File: src/design/amx_pkg.sv
// Package for the ADSR wavetable voice mixer.
// Holds the codes, enums, command structs and the sine table function.
// No dependencies; compiled first.
package amx_pkg;

    localparam int VOICES_DEF = 8;
    localparam int RATE_W     = 16;
    localparam int LEVEL_MAX  = 65535;
    localparam int CFG_IDX_W  = 2;

    localparam logic [CFG_IDX_W-1:0] CFG_ATTACK  = 2'd0;
    localparam logic [CFG_IDX_W-1:0] CFG_DECAY   = 2'd1;
    localparam logic [CFG_IDX_W-1:0] CFG_SUSTAIN = 2'd2;
    localparam logic [CFG_IDX_W-1:0] CFG_RELEASE = 2'd3;

    localparam logic [15:0] ATTACK_RST  = 16'd200;
    localparam logic [15:0] DECAY_RST   = 16'd30;
    localparam logic [15:0] SUSTAIN_RST = 16'd32000;
    localparam logic [15:0] RELEASE_RST = 16'd10;
    localparam logic [15:0] LFSR_SEED   = 16'hACE1;

    typedef enum logic [1:0] {
        FN_TICK    = 2'd0,
        FN_NOTE_ON = 2'd1,
        FN_KEY_OFF = 2'd2,
        FN_UNUSED  = 2'd3
    } t_func;

    typedef enum logic [2:0] {
        ST_OFF     = 3'd0,
        ST_ATTACK  = 3'd1,
        ST_DECAY   = 3'd2,
        ST_SUSTAIN = 3'd3,
        ST_RELEASE = 3'd4
    } t_stage;

    typedef enum logic [2:0] {
        WV_SINE   = 3'd0,
        WV_SAW    = 3'd1,
        WV_SQUARE = 3'd2,
        WV_TRI    = 3'd3,
        WV_NOISE  = 3'd4
    } t_wave;

    typedef enum logic [2:0] {
        S_IDLE,
        S_ENV,
        S_MUL,
        S_GAIN,
        S_ACC,
        S_DINIT,
        S_DIV,
        S_DONE
    } t_ctrl_state;

    typedef struct packed {
        logic note_on;
        logic key_off;
        logic clr_mix;
        logic env_step;
        logic mul;
        logic gain;
        logic acc;
        logic div_init;
        logic div_step;
        logic load_out;
    } t_cmd;

    typedef struct packed {
        logic out_free;
    } t_status;

    // Rounded 127.5*sin(k*pi/128) for one quarter period; the last entry marks the peak.
    localparam logic [7:0] QSINE [0:64] = '{
        8'd0, 8'd3, 8'd6, 8'd9, 8'd12, 8'd16, 8'd19, 8'd22, 8'd25, 8'd28,
        8'd31, 8'd34, 8'd37, 8'd40, 8'd43, 8'd46, 8'd49, 8'd52, 8'd55, 8'd57,
        8'd60, 8'd63, 8'd66, 8'd68, 8'd71, 8'd73, 8'd76, 8'd78, 8'd81, 8'd83,
        8'd86, 8'd88, 8'd90, 8'd92, 8'd94, 8'd97, 8'd99, 8'd101, 8'd102, 8'd104,
        8'd106, 8'd108, 8'd109, 8'd111, 8'd112, 8'd114, 8'd115, 8'd117, 8'd118, 8'd119,
        8'd120, 8'd121, 8'd122, 8'd123, 8'd124, 8'd124, 8'd125, 8'd126, 8'd126, 8'd127,
        8'd127, 8'd127, 8'd127, 8'd127, 8'd128
    };

    function automatic logic [7:0] sine_at(input logic [7:0] i);
        logic [8:0] k9;
        logic [7:0] q;
        logic [8:0] val;
        if (i <= 8'd64) begin
            k9 = {1'b0, i};
        end else if (i < 8'd128) begin
            k9 = 9'd128 - {1'b0, i};
        end else if (i <= 8'd192) begin
            k9 = {1'b0, i} - 9'd128;
        end else begin
            k9 = 9'd256 - {1'b0, i};
        end
        q = QSINE[k9[6:0]];
        if (i < 8'd128) begin
            val = 9'd127 + {1'b0, q};
        end else if (q > 8'd127) begin
            val = 9'd0;
        end else begin
            val = 9'd127 - {1'b0, q};
        end
        return val[7:0];
    endfunction

endpackage

File: src/design/amx_if.sv
// Channel interfaces of the voice mixer: input items, result items, register writes.
// Depends on nothing.
interface amx_in_if;
    logic        valid;
    logic        ready;
    logic [1:0]  func;
    logic [2:0]  channel;
    logic [2:0]  wave_type;
    logic [15:0] phase_step;
    logic [8:0]  volume;
    modport source (output valid, func, channel, wave_type, phase_step, volume, input ready);
    modport sink (input valid, func, channel, wave_type, phase_step, volume, output ready);
endinterface

interface amx_out_if;
    logic       valid;
    logic       ready;
    logic [7:0] sample;
    modport source (output valid, sample, input ready);
    modport sink (input valid, sample, output ready);
endinterface

interface amx_cfg_if;
    logic        valid;
    logic        ready;
    logic [1:0]  index;
    logic [15:0] data;
    modport source (output valid, index, data, input ready);
    modport sink (input valid, index, data, output ready);
endinterface

File: src/design/amx_ctrl.sv
// Controller of the voice mixer: decodes items and sequences the voice walk and divide.
// Depends on amx_pkg.
module amx_ctrl #(
    parameter int VOICES = amx_pkg::VOICES_DEF,
    parameter int VW     = (VOICES > 1) ? $clog2(VOICES) : 1,
    parameter int MIXW   = $clog2(VOICES) + 10
) (
    input  logic           i_clk,
    input  logic           i_rst_n,
    input  logic           i_in_valid,
    input  logic [1:0]     i_func,
    output logic           o_in_ready,
    input  amx_pkg::t_status i_status,
    output amx_pkg::t_cmd  o_cmd,
    output logic [VW-1:0]  o_voice
);
    import amx_pkg::*;

    localparam int CW = $clog2(VOICES + MIXW + 1);

    t_ctrl_state r_state, n_state;
    logic [CW-1:0] r_cnt, n_cnt;

    always_ff @(posedge i_clk) begin
        if (!i_rst_n) begin
            r_state <= S_IDLE;
            r_cnt   <= '0;
        end else begin
            r_state <= n_state;
            r_cnt   <= n_cnt;
        end
    end

    assign o_voice = r_cnt[VW-1:0];

    always_comb begin
        n_state    = r_state;
        n_cnt      = r_cnt;
        o_cmd      = '0;
        o_in_ready = 1'b0;
        case (r_state)
            S_IDLE: begin
                o_in_ready = 1'b1;
                if (i_in_valid) begin
                    case (t_func'(i_func))
                        FN_NOTE_ON: o_cmd.note_on = 1'b1;
                        FN_KEY_OFF: o_cmd.key_off = 1'b1;
                        FN_TICK: begin
                            o_cmd.clr_mix = 1'b1;
                            n_cnt         = '0;
                            n_state       = S_ENV;
                        end
                        default: ;
                    endcase
                end
            end
            S_ENV: begin
                o_cmd.env_step = 1'b1;
                n_state        = S_MUL;
            end
            S_MUL: begin
                o_cmd.mul = 1'b1;
                n_state   = S_GAIN;
            end
            S_GAIN: begin
                o_cmd.gain = 1'b1;
                n_state    = S_ACC;
            end
            S_ACC: begin
                o_cmd.acc = 1'b1;
                if (r_cnt == CW'(VOICES - 1)) begin
                    n_state = S_DINIT;
                end else begin
                    n_cnt   = r_cnt + 1'b1;
                    n_state = S_ENV;
                end
            end
            S_DINIT: begin
                o_cmd.div_init = 1'b1;
                n_cnt          = '0;
                n_state        = S_DIV;
            end
            S_DIV: begin
                o_cmd.div_step = 1'b1;
                n_state        = S_DONE;
            end
            S_DONE: begin
                if (i_status.out_free) begin
                    o_cmd.load_out = 1'b1;
                    n_state        = S_IDLE;
                end
            end
            default: n_state = S_IDLE;
        endcase
    end

`ifndef SYNTHESIS
    a_voice_range: assert property (@(posedge i_clk) disable iff (!i_rst_n)
        (r_state == S_ENV) |-> (r_cnt < CW'(VOICES)))
        else $error("voice counter beyond last voice");
    a_div_len: assert property (@(posedge i_clk) disable iff (!i_rst_n)
        (r_state == S_DIV) |=> (r_state == S_DONE))
        else $error("divide did not finish in one cycle");
`endif

endmodule

File: src/design/amx_datapath.sv
// Datapath of the voice mixer: voice state, envelopes, waves, gain, mix, divide, output.
// Depends on amx_pkg; driven by amx_ctrl commands.
module amx_datapath #(
    parameter int VOICES = amx_pkg::VOICES_DEF,
    parameter int VW     = (VOICES > 1) ? $clog2(VOICES) : 1,
    parameter int MIXW   = $clog2(VOICES) + 10
) (
    input  logic            i_clk,
    input  logic            i_rst_n,
    input  amx_pkg::t_cmd   i_cmd,
    input  logic [VW-1:0]   i_voice,
    output amx_pkg::t_status o_status,
    input  logic [2:0]      i_channel,
    input  logic [2:0]      i_wave_type,
    input  logic [15:0]     i_phase_step,
    input  logic [8:0]      i_volume,
    input  logic            i_cfg_valid,
    input  logic [1:0]      i_cfg_index,
    input  logic [15:0]     i_cfg_data,
    input  logic            i_out_ready,
    output logic            o_out_valid,
    output logic [7:0]      o_sample
);
    import amx_pkg::*;

    // Reciprocal of the voice count, exact for every magnitude below 2**MIXW.
    localparam int     DW      = $clog2(VOICES);
    localparam int     SH      = MIXW + DW;
    localparam longint RECIP_L = ((longint'(1) << SH) + longint'(VOICES) - 1)
                                 / longint'(VOICES);
    localparam logic [SH:0] RECIP = (SH+1)'(RECIP_L);

    logic [15:0] r_att, r_dec, r_sus, r_rel;
    t_stage      r_stage [VOICES];
    logic [15:0] r_env   [VOICES];
    logic [15:0] r_phase [VOICES];
    logic [15:0] r_step  [VOICES];
    logic [2:0]  r_wave  [VOICES];
    logic [8:0]  r_vol   [VOICES];
    logic [63:0] r_rates [VOICES];
    logic [15:0] r_lfsr;

    logic               r_act;
    logic [15:0]        r_lvl;
    logic [8:0]         r_vsel;
    logic signed [8:0]  r_raw;
    logic [24:0]        r_prod;
    logic [8:0]         r_gain;
    logic signed [MIXW-1:0] r_mix;
    logic               r_neg;
    logic [MIXW-1:0]    r_quo;
    logic               r_out_valid;
    logic [7:0]         r_sample;

    logic [VW-1:0] ch_idx;
    logic          ch_ok;

    // Envelope step and wave for the voice being walked.
    t_stage      n_stage;
    logic [15:0] n_lvl;
    logic [15:0] n_lfsr;
    logic signed [8:0] n_raw;
    logic [63:0] rt;
    logic [16:0] up;
    logic signed [17:0] dn;
    logic [7:0]  idx, tri_i;
    logic        fb;

    assign ch_idx = VW'(i_channel);
    assign ch_ok  = ({2'b0, i_channel} < 5'(VOICES)) || (VOICES > 7);

    always_comb begin
        rt      = r_rates[i_voice];
        n_stage = r_stage[i_voice];
        n_lvl   = r_env[i_voice];
        up      = {1'b0, r_env[i_voice]} + {1'b0, rt[15:0]};
        dn      = '0;
        case (r_stage[i_voice])
            ST_ATTACK: begin
                if (up >= 17'(LEVEL_MAX)) begin
                    n_lvl   = 16'hFFFF;
                    n_stage = ST_DECAY;
                end else begin
                    n_lvl = up[15:0];
                end
            end
            ST_DECAY: begin
                dn = $signed({2'b0, r_env[i_voice]}) - $signed({2'b0, rt[31:16]});
                if (dn <= $signed({2'b0, rt[47:32]})) begin
                    n_lvl   = rt[47:32];
                    n_stage = ST_SUSTAIN;
                end else begin
                    n_lvl = dn[15:0];
                end
            end
            ST_SUSTAIN: n_lvl = rt[47:32];
            ST_RELEASE: begin
                dn = $signed({2'b0, r_env[i_voice]}) - $signed({2'b0, rt[63:48]});
                if (dn <= 18'sd0) begin
                    n_lvl   = '0;
                    n_stage = ST_OFF;
                end else begin
                    n_lvl = dn[15:0];
                end
            end
            default: ;
        endcase

        idx    = r_phase[i_voice][15:8];
        tri_i  = (idx > 8'd127) ? (8'd255 - idx) : idx;
        fb     = r_lfsr[0] ^ r_lfsr[2] ^ r_lfsr[3] ^ r_lfsr[5];
        n_lfsr = r_lfsr;
        case (r_wave[i_voice])
            WV_SINE:   n_raw = $signed({1'b0, sine_at(idx)}) - 9'sd128;
            WV_SAW:    n_raw = $signed({1'b0, idx}) - 9'sd128;
            WV_SQUARE: n_raw = r_phase[i_voice][15] ? 9'sd127 : -9'sd128;
            WV_TRI:    n_raw = $signed({tri_i, 1'b0}) - 9'sd128;
            WV_NOISE: begin
                n_lfsr = {fb, r_lfsr[15:1]};
                n_raw  = $signed({1'b0, n_lfsr[7:0]}) - 9'sd128;
            end
            default:   n_raw = '0;
        endcase
    end

    // Voice state and configuration.
    always_ff @(posedge i_clk) begin
        if (!i_rst_n) begin
            r_att  <= ATTACK_RST;
            r_dec  <= DECAY_RST;
            r_sus  <= SUSTAIN_RST;
            r_rel  <= RELEASE_RST;
            r_lfsr <= LFSR_SEED;
            for (int v = 0; v < VOICES; v++) begin
                r_stage[v] <= ST_OFF;
                r_env[v]   <= '0;
                r_phase[v] <= '0;
                r_step[v]  <= '0;
                r_wave[v]  <= '0;
                r_vol[v]   <= '0;
                r_rates[v] <= '0;
            end
        end else begin
            if (i_cfg_valid) begin
                case (i_cfg_index)
                    CFG_ATTACK:  r_att <= i_cfg_data;
                    CFG_DECAY:   r_dec <= i_cfg_data;
                    CFG_SUSTAIN: r_sus <= i_cfg_data;
                    CFG_RELEASE: r_rel <= i_cfg_data;
                    default: ;
                endcase
            end
            if (i_cmd.note_on && ch_ok) begin
                r_wave[ch_idx]  <= i_wave_type;
                r_step[ch_idx]  <= i_phase_step;
                r_vol[ch_idx]   <= i_volume;
                r_phase[ch_idx] <= '0;
                r_stage[ch_idx] <= ST_ATTACK;
                r_rates[ch_idx] <= {r_rel, r_sus, r_dec, r_att};
            end
            if (i_cmd.key_off && ch_ok && r_stage[ch_idx] != ST_OFF) begin
                r_stage[ch_idx] <= ST_RELEASE;
            end
            if (i_cmd.env_step && r_stage[i_voice] != ST_OFF) begin
                r_stage[i_voice] <= n_stage;
                r_env[i_voice]   <= n_lvl;
                r_phase[i_voice] <= r_phase[i_voice] + r_step[i_voice];
                r_lfsr           <= n_lfsr;
            end
        end
    end

    // Per-voice arithmetic pipeline and the divide by the voice count.
    logic [24:0] p16;
    logic signed [18:0] term;
    logic [MIXW+SH:0] qprod;
    logic signed [MIXW+1:0] fin;

    assign p16   = r_prod + {16'b0, r_prod[24:16]} + 25'd1;
    assign term  = (r_raw * $signed({1'b0, r_gain})) >>> 8;
    assign qprod = r_quo * RECIP;

    always_ff @(posedge i_clk) begin
        if (i_cmd.env_step) begin
            r_act  <= (r_stage[i_voice] != ST_OFF);
            r_lvl  <= n_lvl;
            r_vsel <= r_vol[i_voice];
            r_raw  <= n_raw;
        end
        if (i_cmd.mul) begin
            r_prod <= r_lvl * r_vsel;
        end
        if (i_cmd.gain) begin
            // Floor of the product over 65535, exact for these widths.
            r_gain <= p16[24:16];
        end
        if (i_cmd.clr_mix) begin
            r_mix <= '0;
        end else if (i_cmd.acc && r_act) begin
            r_mix <= r_mix + MIXW'(term);
        end
        if (i_cmd.div_init) begin
            r_neg <= r_mix[MIXW-1];
            r_quo <= r_mix[MIXW-1] ? MIXW'(-r_mix) : MIXW'(r_mix);
        end else if (i_cmd.div_step) begin
            r_quo <= qprod[SH +: MIXW];
        end
    end

    assign fin = (r_neg ? -$signed({2'b0, r_quo}) : $signed({2'b0, r_quo}))
                 + (MIXW+2)'(128);

    always_ff @(posedge i_clk) begin
        if (!i_rst_n) begin
            r_out_valid <= 1'b0;
        end else if (i_cmd.load_out) begin
            r_out_valid <= 1'b1;
        end else if (i_out_ready) begin
            r_out_valid <= 1'b0;
        end
    end

    always_ff @(posedge i_clk) begin
        if (i_cmd.load_out) begin
            if (fin < 0) begin
                r_sample <= 8'd0;
            end else if (fin > (MIXW+2)'(255)) begin
                r_sample <= 8'd255;
            end else begin
                r_sample <= fin[7:0];
            end
        end
    end

    assign o_status.out_free = !r_out_valid || i_out_ready;
    assign o_out_valid       = r_out_valid;
    assign o_sample          = r_sample;

`ifndef SYNTHESIS
    a_load_shows: assert property (@(posedge i_clk) disable iff (!i_rst_n)
        i_cmd.load_out |=> r_out_valid)
        else $error("loaded sample not presented");
    a_off_silent: assert property (@(posedge i_clk) disable iff (!i_rst_n)
        (r_stage[0] == ST_OFF) |-> (r_env[0] == 16'd0))
        else $error("silent voice holds an envelope level");
`endif

endmodule

File: src/design/adsr_wavetable_voice_mixer.sv
// Multi-voice ADSR wavetable mixer. A note-on or key-off item is taken without leaving the idle
// state. A sample tick walks the voices one after another through the envelope, multiply, gain
// and accumulate steps, then divides the sum by the voice count with a reciprocal multiply and
// waits until the output register is free. The finished sample sits in an output register, and
// the next item is taken while it waits.
module adsr_wavetable_voice_mixer #(
    parameter int VOICES = amx_pkg::VOICES_DEF
) (
    input  logic          i_clk,
    input  logic          i_rst_n,
    amx_in_if.sink        i_in_ch,
    amx_out_if.source     o_out_ch,
    amx_cfg_if.sink       i_cfg_ch
);
    import amx_pkg::*;

    localparam int VW   = (VOICES > 1) ? $clog2(VOICES) : 1;
    localparam int MIXW = $clog2(VOICES) + 10;

    t_cmd          cmd;
    t_status       status;
    logic [VW-1:0] voice;

    assign i_cfg_ch.ready = 1'b1;

    amx_ctrl #(.VOICES(VOICES), .VW(VW), .MIXW(MIXW)) u_ctrl (
        .i_clk      (i_clk),
        .i_rst_n    (i_rst_n),
        .i_in_valid (i_in_ch.valid),
        .i_func     (i_in_ch.func),
        .o_in_ready (i_in_ch.ready),
        .i_status   (status),
        .o_cmd      (cmd),
        .o_voice    (voice)
    );

    amx_datapath #(.VOICES(VOICES), .VW(VW), .MIXW(MIXW)) u_dp (
        .i_clk        (i_clk),
        .i_rst_n      (i_rst_n),
        .i_cmd        (cmd),
        .i_voice      (voice),
        .o_status     (status),
        .i_channel    (i_in_ch.channel),
        .i_wave_type  (i_in_ch.wave_type),
        .i_phase_step (i_in_ch.phase_step),
        .i_volume     (i_in_ch.volume),
        .i_cfg_valid  (i_cfg_ch.valid),
        .i_cfg_index  (i_cfg_ch.index),
        .i_cfg_data   (i_cfg_ch.data),
        .i_out_ready  (o_out_ch.ready),
        .o_out_valid  (o_out_ch.valid),
        .o_sample     (o_out_ch.sample)
    );

endmodule

File: src/flat_wrapper.sv
// flat-port wrapper written by rule: the top's interface ports become plain ports
module adsr_wavetable_voice_mixer_flat import amx_pkg::*;
#(
    parameter int VOICES = amx_pkg::VOICES_DEF
)
  (i_clk, i_rst_n, i_in_ch_valid, i_in_ch_func, i_in_ch_channel, i_in_ch_wave_type, i_in_ch_phase_step, i_in_ch_volume, i_in_ch_ready, o_out_ch_valid, o_out_ch_sample, o_out_ch_ready, i_cfg_ch_valid, i_cfg_ch_index, i_cfg_ch_data, i_cfg_ch_ready);
  amx_in_if i_in_ch_i ();
  amx_out_if o_out_ch_i ();
  amx_cfg_if i_cfg_ch_i ();
  input  logic i_clk;
  input  logic i_rst_n;
  input wire logic [$bits(i_in_ch_i.valid)-1:0] i_in_ch_valid;
  input wire logic [$bits(i_in_ch_i.func)-1:0] i_in_ch_func;
  input wire logic [$bits(i_in_ch_i.channel)-1:0] i_in_ch_channel;
  input wire logic [$bits(i_in_ch_i.wave_type)-1:0] i_in_ch_wave_type;
  input wire logic [$bits(i_in_ch_i.phase_step)-1:0] i_in_ch_phase_step;
  input wire logic [$bits(i_in_ch_i.volume)-1:0] i_in_ch_volume;
  output wire logic [$bits(i_in_ch_i.ready)-1:0] i_in_ch_ready;
  output wire logic [$bits(o_out_ch_i.valid)-1:0] o_out_ch_valid;
  output wire logic [$bits(o_out_ch_i.sample)-1:0] o_out_ch_sample;
  input wire logic [$bits(o_out_ch_i.ready)-1:0] o_out_ch_ready;
  input wire logic [$bits(i_cfg_ch_i.valid)-1:0] i_cfg_ch_valid;
  input wire logic [$bits(i_cfg_ch_i.index)-1:0] i_cfg_ch_index;
  input wire logic [$bits(i_cfg_ch_i.data)-1:0] i_cfg_ch_data;
  output wire logic [$bits(i_cfg_ch_i.ready)-1:0] i_cfg_ch_ready;
  assign i_in_ch_i.valid = i_in_ch_valid;
  assign i_in_ch_i.func = i_in_ch_func;
  assign i_in_ch_i.channel = i_in_ch_channel;
  assign i_in_ch_i.wave_type = i_in_ch_wave_type;
  assign i_in_ch_i.phase_step = i_in_ch_phase_step;
  assign i_in_ch_i.volume = i_in_ch_volume;
  assign i_in_ch_ready = i_in_ch_i.ready;
  assign o_out_ch_valid = o_out_ch_i.valid;
  assign o_out_ch_sample = o_out_ch_i.sample;
  assign o_out_ch_i.ready = o_out_ch_ready;
  assign i_cfg_ch_i.valid = i_cfg_ch_valid;
  assign i_cfg_ch_i.index = i_cfg_ch_index;
  assign i_cfg_ch_i.data = i_cfg_ch_data;
  assign i_cfg_ch_ready = i_cfg_ch_i.ready;
  adsr_wavetable_voice_mixer #(.VOICES(VOICES)) u_core (.i_clk(i_clk), .i_rst_n(i_rst_n), .i_in_ch(i_in_ch_i), .o_out_ch(o_out_ch_i), .i_cfg_ch(i_cfg_ch_i));
endmodule
File: config.mk
export PLATFORM = sky130hd
export DESIGN_NAME = adsr_wavetable_voice_mixer_flat
export DESIGN_NICKNAME = d
export VERILOG_FILES = /design/src/design/amx_pkg.sv /design/src/design/amx_if.sv /design/src/design/amx_ctrl.sv /design/src/design/amx_datapath.sv /design/src/design/adsr_wavetable_voice_mixer.sv /design/src/flat_wrapper.sv
export SDC_FILE = /design/constraint.sdc
export NUM_CORES = 2
export LEC_CHECK = 0
export BUFFER_PORTS_ARGS = -buffer_cell sky130_fd_sc_hd__buf_2
export CORE_MARGIN = 2
export CORE_UTILIZATION = 65
export CTS_CLUSTER_SIZE = 14
export DETAILED_ROUTE_END_ITERATION = 10
export PLACE_DENSITY = 0.82
export SLEW_MARGIN = 20
export SYNTH_ARGS = -nofsm -noshare
export SYNTH_HDL_FRONTEND = slang
export SYNTH_SLANG_ARGS = --single-unit
File: constraint.sdc
create_clock -name i_clk -period 19.4 [get_ports i_clk]
set_input_delay 1.94 -clock i_clk [delete_from_list [all_inputs] [get_ports i_clk]]
set_output_delay 1.94 -clock i_clk [all_outputs]
set_load 0.03 [all_outputs]
== After elaboration in Yosys (flattened, before gate mapping) ==
Memories as Yosys holds them, arrays and structs flattened. A register that Yosys moved wholly into a read port is not among the register bits.
Cells that the tools add are included.

* Register bits: 184
* RAM bits: 1,016
* ROM bits: 1,024
* Logic and storage cells: 219
* Memories kept: 8

* Add/sub/neg operators: 21
* $mul: 2
* $lt $le $gt $ge: 11
* Equality and inequality tests: 25
* Multiplexer cells: 100
* Bitwise logic cells: 5
* Reduce and logical (&&, ||, !) cells: 30

{| class="wikitable"
|+ Memories
! memory !! words !! width !! read ports !! clocked after memory_dff !! write ports !! RTL line !! text
|-
| (name not given) || 128 || 8 || 1 || 0 || 0 || amx_pkg.sv:97 || <nowiki>q = QSINE[k9[6:0]];</nowiki>
|-
| u_core.u_dp.r_rates || 8 || 64 || 1 || 1 || 8 || amx_datapath.sv:40 || <nowiki>logic [63:0] r_rates [VOICES];</nowiki>
|-
| u_core.u_dp.r_env || 8 || 16 || 1 || 1 || 8 || amx_datapath.sv:35 || <nowiki>logic [15:0] r_env [VOICES];</nowiki>
|-
| u_core.u_dp.r_phase || 8 || 16 || 1 || 1 || 8 || amx_datapath.sv:36 || <nowiki>logic [15:0] r_phase [VOICES];</nowiki>
|-
| u_core.u_dp.r_step || 8 || 16 || 1 || 1 || 8 || amx_datapath.sv:37 || <nowiki>logic [15:0] r_step [VOICES];</nowiki>
|-
| u_core.u_dp.r_vol || 8 || 9 || 1 || 1 || 8 || amx_datapath.sv:39 || <nowiki>logic [8:0] r_vol [VOICES];</nowiki>
|-
| +2 memories || n/a || n/a || n/a || n/a || n/a || n/a ||
|}

{| class="wikitable"
|+ Operator list
! cell !! count
|-
| $mux 16 || 7
|-
| $mux 3 || 34
|-
| $mux 64 || 1
|-
| $pmux 16 s4 || 1
|-
| $reduce_or 16->1 || 4
|-
| $reduce_or 64->1 || 1
|-
| $mux 8 || 7
|-
| $pmux 9 s5 || 1
|-
| $mux 13 || 3
|-
| $sub 16x16->17 || 2
|-
| $mux 1 || 33
|-
| $mux 7 || 4
|-
| $sub 8x8->9 const B || 3
|-
| $add 25x1->25 const B || 1
|-
| $add 25x9->25 || 1
|-
| $mul 16x9->25 || 1
|-
| $pmux 3 s8 || 1
|-
| $mul 9x10->19 || 1
|-
| $eq 3x2->1 const B || 6
|-
| $eq 3x3->1 const B || 6
|-
| $mux 9 || 2
|-
| $add 16x16->17 || 1
|-
| $ge 17x16->1 const B || 1
|-
| $le 17x1->1 const B || 1
|-
| 45 further kinds || 71
|}

== Depth between registers and ports, before layout ==
* Depth after elaboration: 15
* Mapped depth: 33
* Mapped depth without buffers: 29

== Modules after synthesis ==
A second synthesis with hierarchy kept.

* Cells, all modules: 5,658
* Area, all modules: 64,961.1 um2

{| class="wikitable"
|+ Modules (own cells, without submodules)
! module !! instances !! cells each !! area an instance (um2) !! sequential area each (um2)
|-
| amx_datapath || 1 || 5,584 || 64,338.0 || 35,123.7
|-
| amx_ctrl || 1 || 72 || 611.8 || 160.2
|-
| adsr_wavetable_voice_mixer || 1 || 2 || 11.3 || 0.0
|}

== Worst setup path after synthesis ==
Ideal clock, no wire load.

* Kind: input to register
* Start point: input port i_rst_n
* End point: memory u_core.u_dp.r_rates[3][0] (enable)
* Setup time: 670 ps
* Arrival time: 8,969 ps
* Data required time: 18,730 ps
* Setup slack: 9,761 ps
* Cell stages on the path: 4
* Path buffers: 0
* Path through: nand3_1 -> nor3b_1 -> nand2_1 -> o21ai_0

{| class="wikitable"
|+ RTL lines
! what !! RTL line !! text
|-
| start, declared || flat_wrapper.sv:11 || <nowiki>input logic i_rst_n;</nowiki>
|-
| end, declared || amx_datapath.sv:40 ||
|}

==> flow_metrics.env <==
export IMPL_max_stage_delay_ns=0.89
export IMPL_die_area_um2=104000
export IMPL_final_hold_viol_count=0
export IMPL_track_usage_pct=32.4
export IMPL_ys_async_sr_fraction_pct=0
export IMPL_power_leakage_nw=26.6
export IMPL_ios=67
export IMPL_crit_fanout=60
export IMPL_firstDrtPassIters=7
export IMPL_vdd_drop_max_mv=0.0820
export IMPL_cts_sinks=1212
export IMPL_cts_tree="done"
export IMPL_yosys_warnings=0
export IMPL_synthAdderAreaFrac_pct=8.79
export IMPL_final_cell_mix="edfxtp_1, and2_1, nand2_1, nor2_1, mux4_2"
export IMPL_coreArea_um2=100000
export IMPL_synth_area_um2=65800
export IMPL_antenna_found_initial=9
export IMPL_clk_pin_slew_ns=0.07
export IMPL_timing_setup_tns_ns=0
export IMPL_wl_met1_um=60700
export IMPL_portBuffers=65
export IMPL_top_layer="met5"
export IMPL_crit_family="compound AO/OA/AOI/OAI gates"
export IMPL_clock_path_buffers=3
export IMPL_synthXorXnorAreaFrac_pct=1.73
export IMPL_critical_path_slowest_cell="dfxtp_4"
export IMPL_synth_compound_area_share_pct=5.72
export IMPL_wl_met3_um=16600
export IMPL_syn_area_per_cell_um2=12.7
export IMPL_drt_wl_total_um=166000
export IMPL_path_class="register to register"
export IMPL_grt_overflow=0
export IMPL_endpoint_kind="register"
export IMPL_die_h_um=322
export IMPL_initial_utilization_pct=65.7
export IMPL_num_rows=116
export IMPL_slew_headroom_pct=23.1
export IMPL_post_route_drc_count=0
export IMPL_period_share_pct=42.3
export IMPL_nets=5575
export IMPL_crit_required_ns=19.85
export IMPL_syn2layout_area_growth_pct=8.16
export IMPL_via_per_inst=6.50
export IMPL_yosysUniqueCellTypes=102
export IMPL_synthMuxAreaShare_pct=11.1
export IMPL_synth_edff_count=1107
export IMPL_fin_hold_ws_ns=0.466
export IMPL_fillCellCount=6507
export IMPL_ctsHoldBuffers=0
export IMPL_cap_violations=0
export IMPL_die_w_um=322
export IMPL_setup_violations_final=0
export IMPL_grt_first_pass_wirelength_um=252000
export IMPL_cp_buffers_inverters=2
export IMPL_outcome="complete, no violations"
export IMPL_cts_resized=0
export IMPL_regArea_um2=35400
export IMPL_drtAntennaViolNets=0
export IMPL_worst_pin_slew_ns=1.15
export IMPL_path_cells="buf_4 -> mux4_2 -> mux2_2 -> ha_1 -> nor2b_1 -> o21ai_0 -> a21boi_0 -> o21ai_0 -> a211o_1 -> a31oi_1 -> or4_1 -> o311a_1 -> inv_1 -> ha_1 -> nand4_1 -> o311ai_0 -> nand3_1 -> o31ai_1 -> o22ai_1 -> o32ai_2 -> nor2_1"
export IMPL_hpwl_um=103000
export IMPL_clk_latency_ns=0.74
export IMPL_synth_seq_cells=1212
export IMPL_vias=42600
export IMPL_multi_input_area_um2=28600
export IMPL_crit_arrival_ns=8.65
export IMPL_final_cell_area_um2=71200
export IMPL_synth_simple_gate_area_share_pct=15.9
export IMPL_startpoint_type="register"
export IMPL_rsz0062_at_grt="no"
export IMPL_root_buffer="clkbuf_16"
export IMPL_power_density_nw_per_um2=91.0
export IMPL_place_gp_congestion=0.953
export IMPL_seq_area_frac_synth_pct=53.7
export IMPL_hp_class="register to register"
export IMPL_fmax_mhz=122
export IMPL_drtIter0Drc=4928
export IMPL_grt_max_degree=72
export IMPL_cts_htree_levels=3
export IMPL_grt_pass1_vias=43000
export IMPL_wl_per_cell_um=25.4
export IMPL_mostFrequentLayoutCell="edfxtp_1"
export IMPL_syn_nets=5615
export IMPL_syn_inst=5190
export IMPL_synth_top_family_by_area="simple AND/OR/NAND/NOR gates"
export IMPL_met2_length_um=81900
export IMPL_p_total_mw=6.48
export IMPL_dp_slack_ns=11.10
export IMPL_maxSlewViolCount=0
export IMPL_numCtsBuffers=119
export IMPL_clock_skew_ns=0.0390
export IMPL_setup_slack_ns=11.20
export IMPL_fin_crit_ns=8.20
export IMPL_cts_setup_buffers=0
export IMPL_drive_gt1_share_pct=13.1
export IMPL_placed_area_um2=67200
export IMPL_synth_ff_type="edfxtp_1"
## registers in the layout (all words and copies together) (netlist names), 5 cells and up, named ones only
signal                cells
u_core.u_dp.r_rel        16
u_core.u_dp.r_lfsr       16
u_core.u_dp.r_stage      24
u_core.u_dp.r_vol        72
u_core.u_dp.r_lvl        16
u_core.u_dp.r_rates     512
u_core.u_dp.r_gain        9
u_core.u_ctrl.r_cnt       5
u_core.u_dp.r_att        16
u_core.u_dp.r_dec        16
u_core.u_dp.o_sample      8
u_core.u_dp.r_raw         9
u_core.u_dp.r_step      128
u_core.u_dp.r_prod       25
u_core.u_dp.r_wave       24
u_core.u_dp.r_quo        13
u_core.u_dp.r_env       128
u_core.u_dp.r_vsel        9
u_core.u_dp.r_mix        13
u_core.u_dp.r_phase     128
u_core.u_dp.r_sus        16
## kinds of logic (layout without fill, tap and decap cells)
kind of cell	after synthesis	after routing
adder cells (fa/ha/maj)	371	371
buffers and inverters	508	568
AO/OA/AOI/OAI	546	546
flip-flops	1212	1212
XOR/XNOR	130	130
AND/OR/NAND/NOR	2013	2013
multiplexers	409	409
other	1	8
## synth_stat cells (all sizes together) (102+ instances only)
library cell,number,area (um2)
nor2,365,1380
fa,153,3060
nand2,452,1700
a21oi,129,649
edfxtp,1107,33200
mux4,248,5600
clkbuf,228,856
inv,226,848
dfxtp,105,2100
ha,216,2700
o21ai,102,514
and2,842,5270
## power by group
group          switching, mW  internal, mW  leakage, nW  total (mW)
sequential            0.0559          2.97         12.2        3.02
combinational          0.662         0.453         12.5        1.11
clock                  0.995          1.34         1.90        2.34
total                   1.71          4.76         26.6        6.48
## final timing paths
path	from	endpoint	slack, ns	cells after the start
max reg2reg	register	u_core.u_dp.r_env[4][5]	11.20	21
min	u_core.u_dp.r_lfsr[11]	u_core.u_dp.r_lfsr[11]	0.47	2
max	register	u_core.u_dp.r_env[4][5]	11.20	21
min reg2reg	u_core.u_dp.r_lfsr[11]	u_core.u_dp.r_lfsr[11]	0.47	2
## worst reg2reg max path, stage by stage, from the launching register on
cell and delay [ns]:
dfxtp_4 0.89, buf_4 0.85, mux4_2 0.44, mux2_2 0.40, ha_1 0.30, nor2b_1 0.13
o21ai_0 0.20, a21boi_0 0.15, o21ai_0 0.61, a211o_1 0.31, a31oi_1 0.16, or4_1 0.43
o311a_1 0.16, inv_1 0.07, ha_1 0.14, nand4_1 0.11, o311ai_0 0.53, nand3_1 0.69
o31ai_1 0.50, o22ai_1 0.19, o32ai_2 0.52, nor2_1 0.12
## cell type report
cell class / instances / area share [%]
repair buffers: 120 / 1.06
clock buffers: 160 / 4.62
diodes: 7 / 0.0246
clock inverters: 61 / 0.872
multi-input cells: 3470 / 40.3
well taps: 1298 / 2.28
flip-flops and latches: 1212 / 49.7
inverters: 227 / 1.20
## routing by layer
metal	up-vias	global-route usage [%]
li1	18600	-
met1	21200	41.7
met2	2448	53.9
met3	442	6.13
met4	2	14.6
met5	-	0
## metrics by stage
step | cells | utilization, %
after floorplan | 5190 | -
after global placement | 6327 | 67.1
after detailed placement | 6327 | 67.1
after CTS | 6548 | 71.0
after global routing | 6555 | 71.1
final | 6555 | 71.1
No activity file was read; power rests on OpenSTA's default activity.
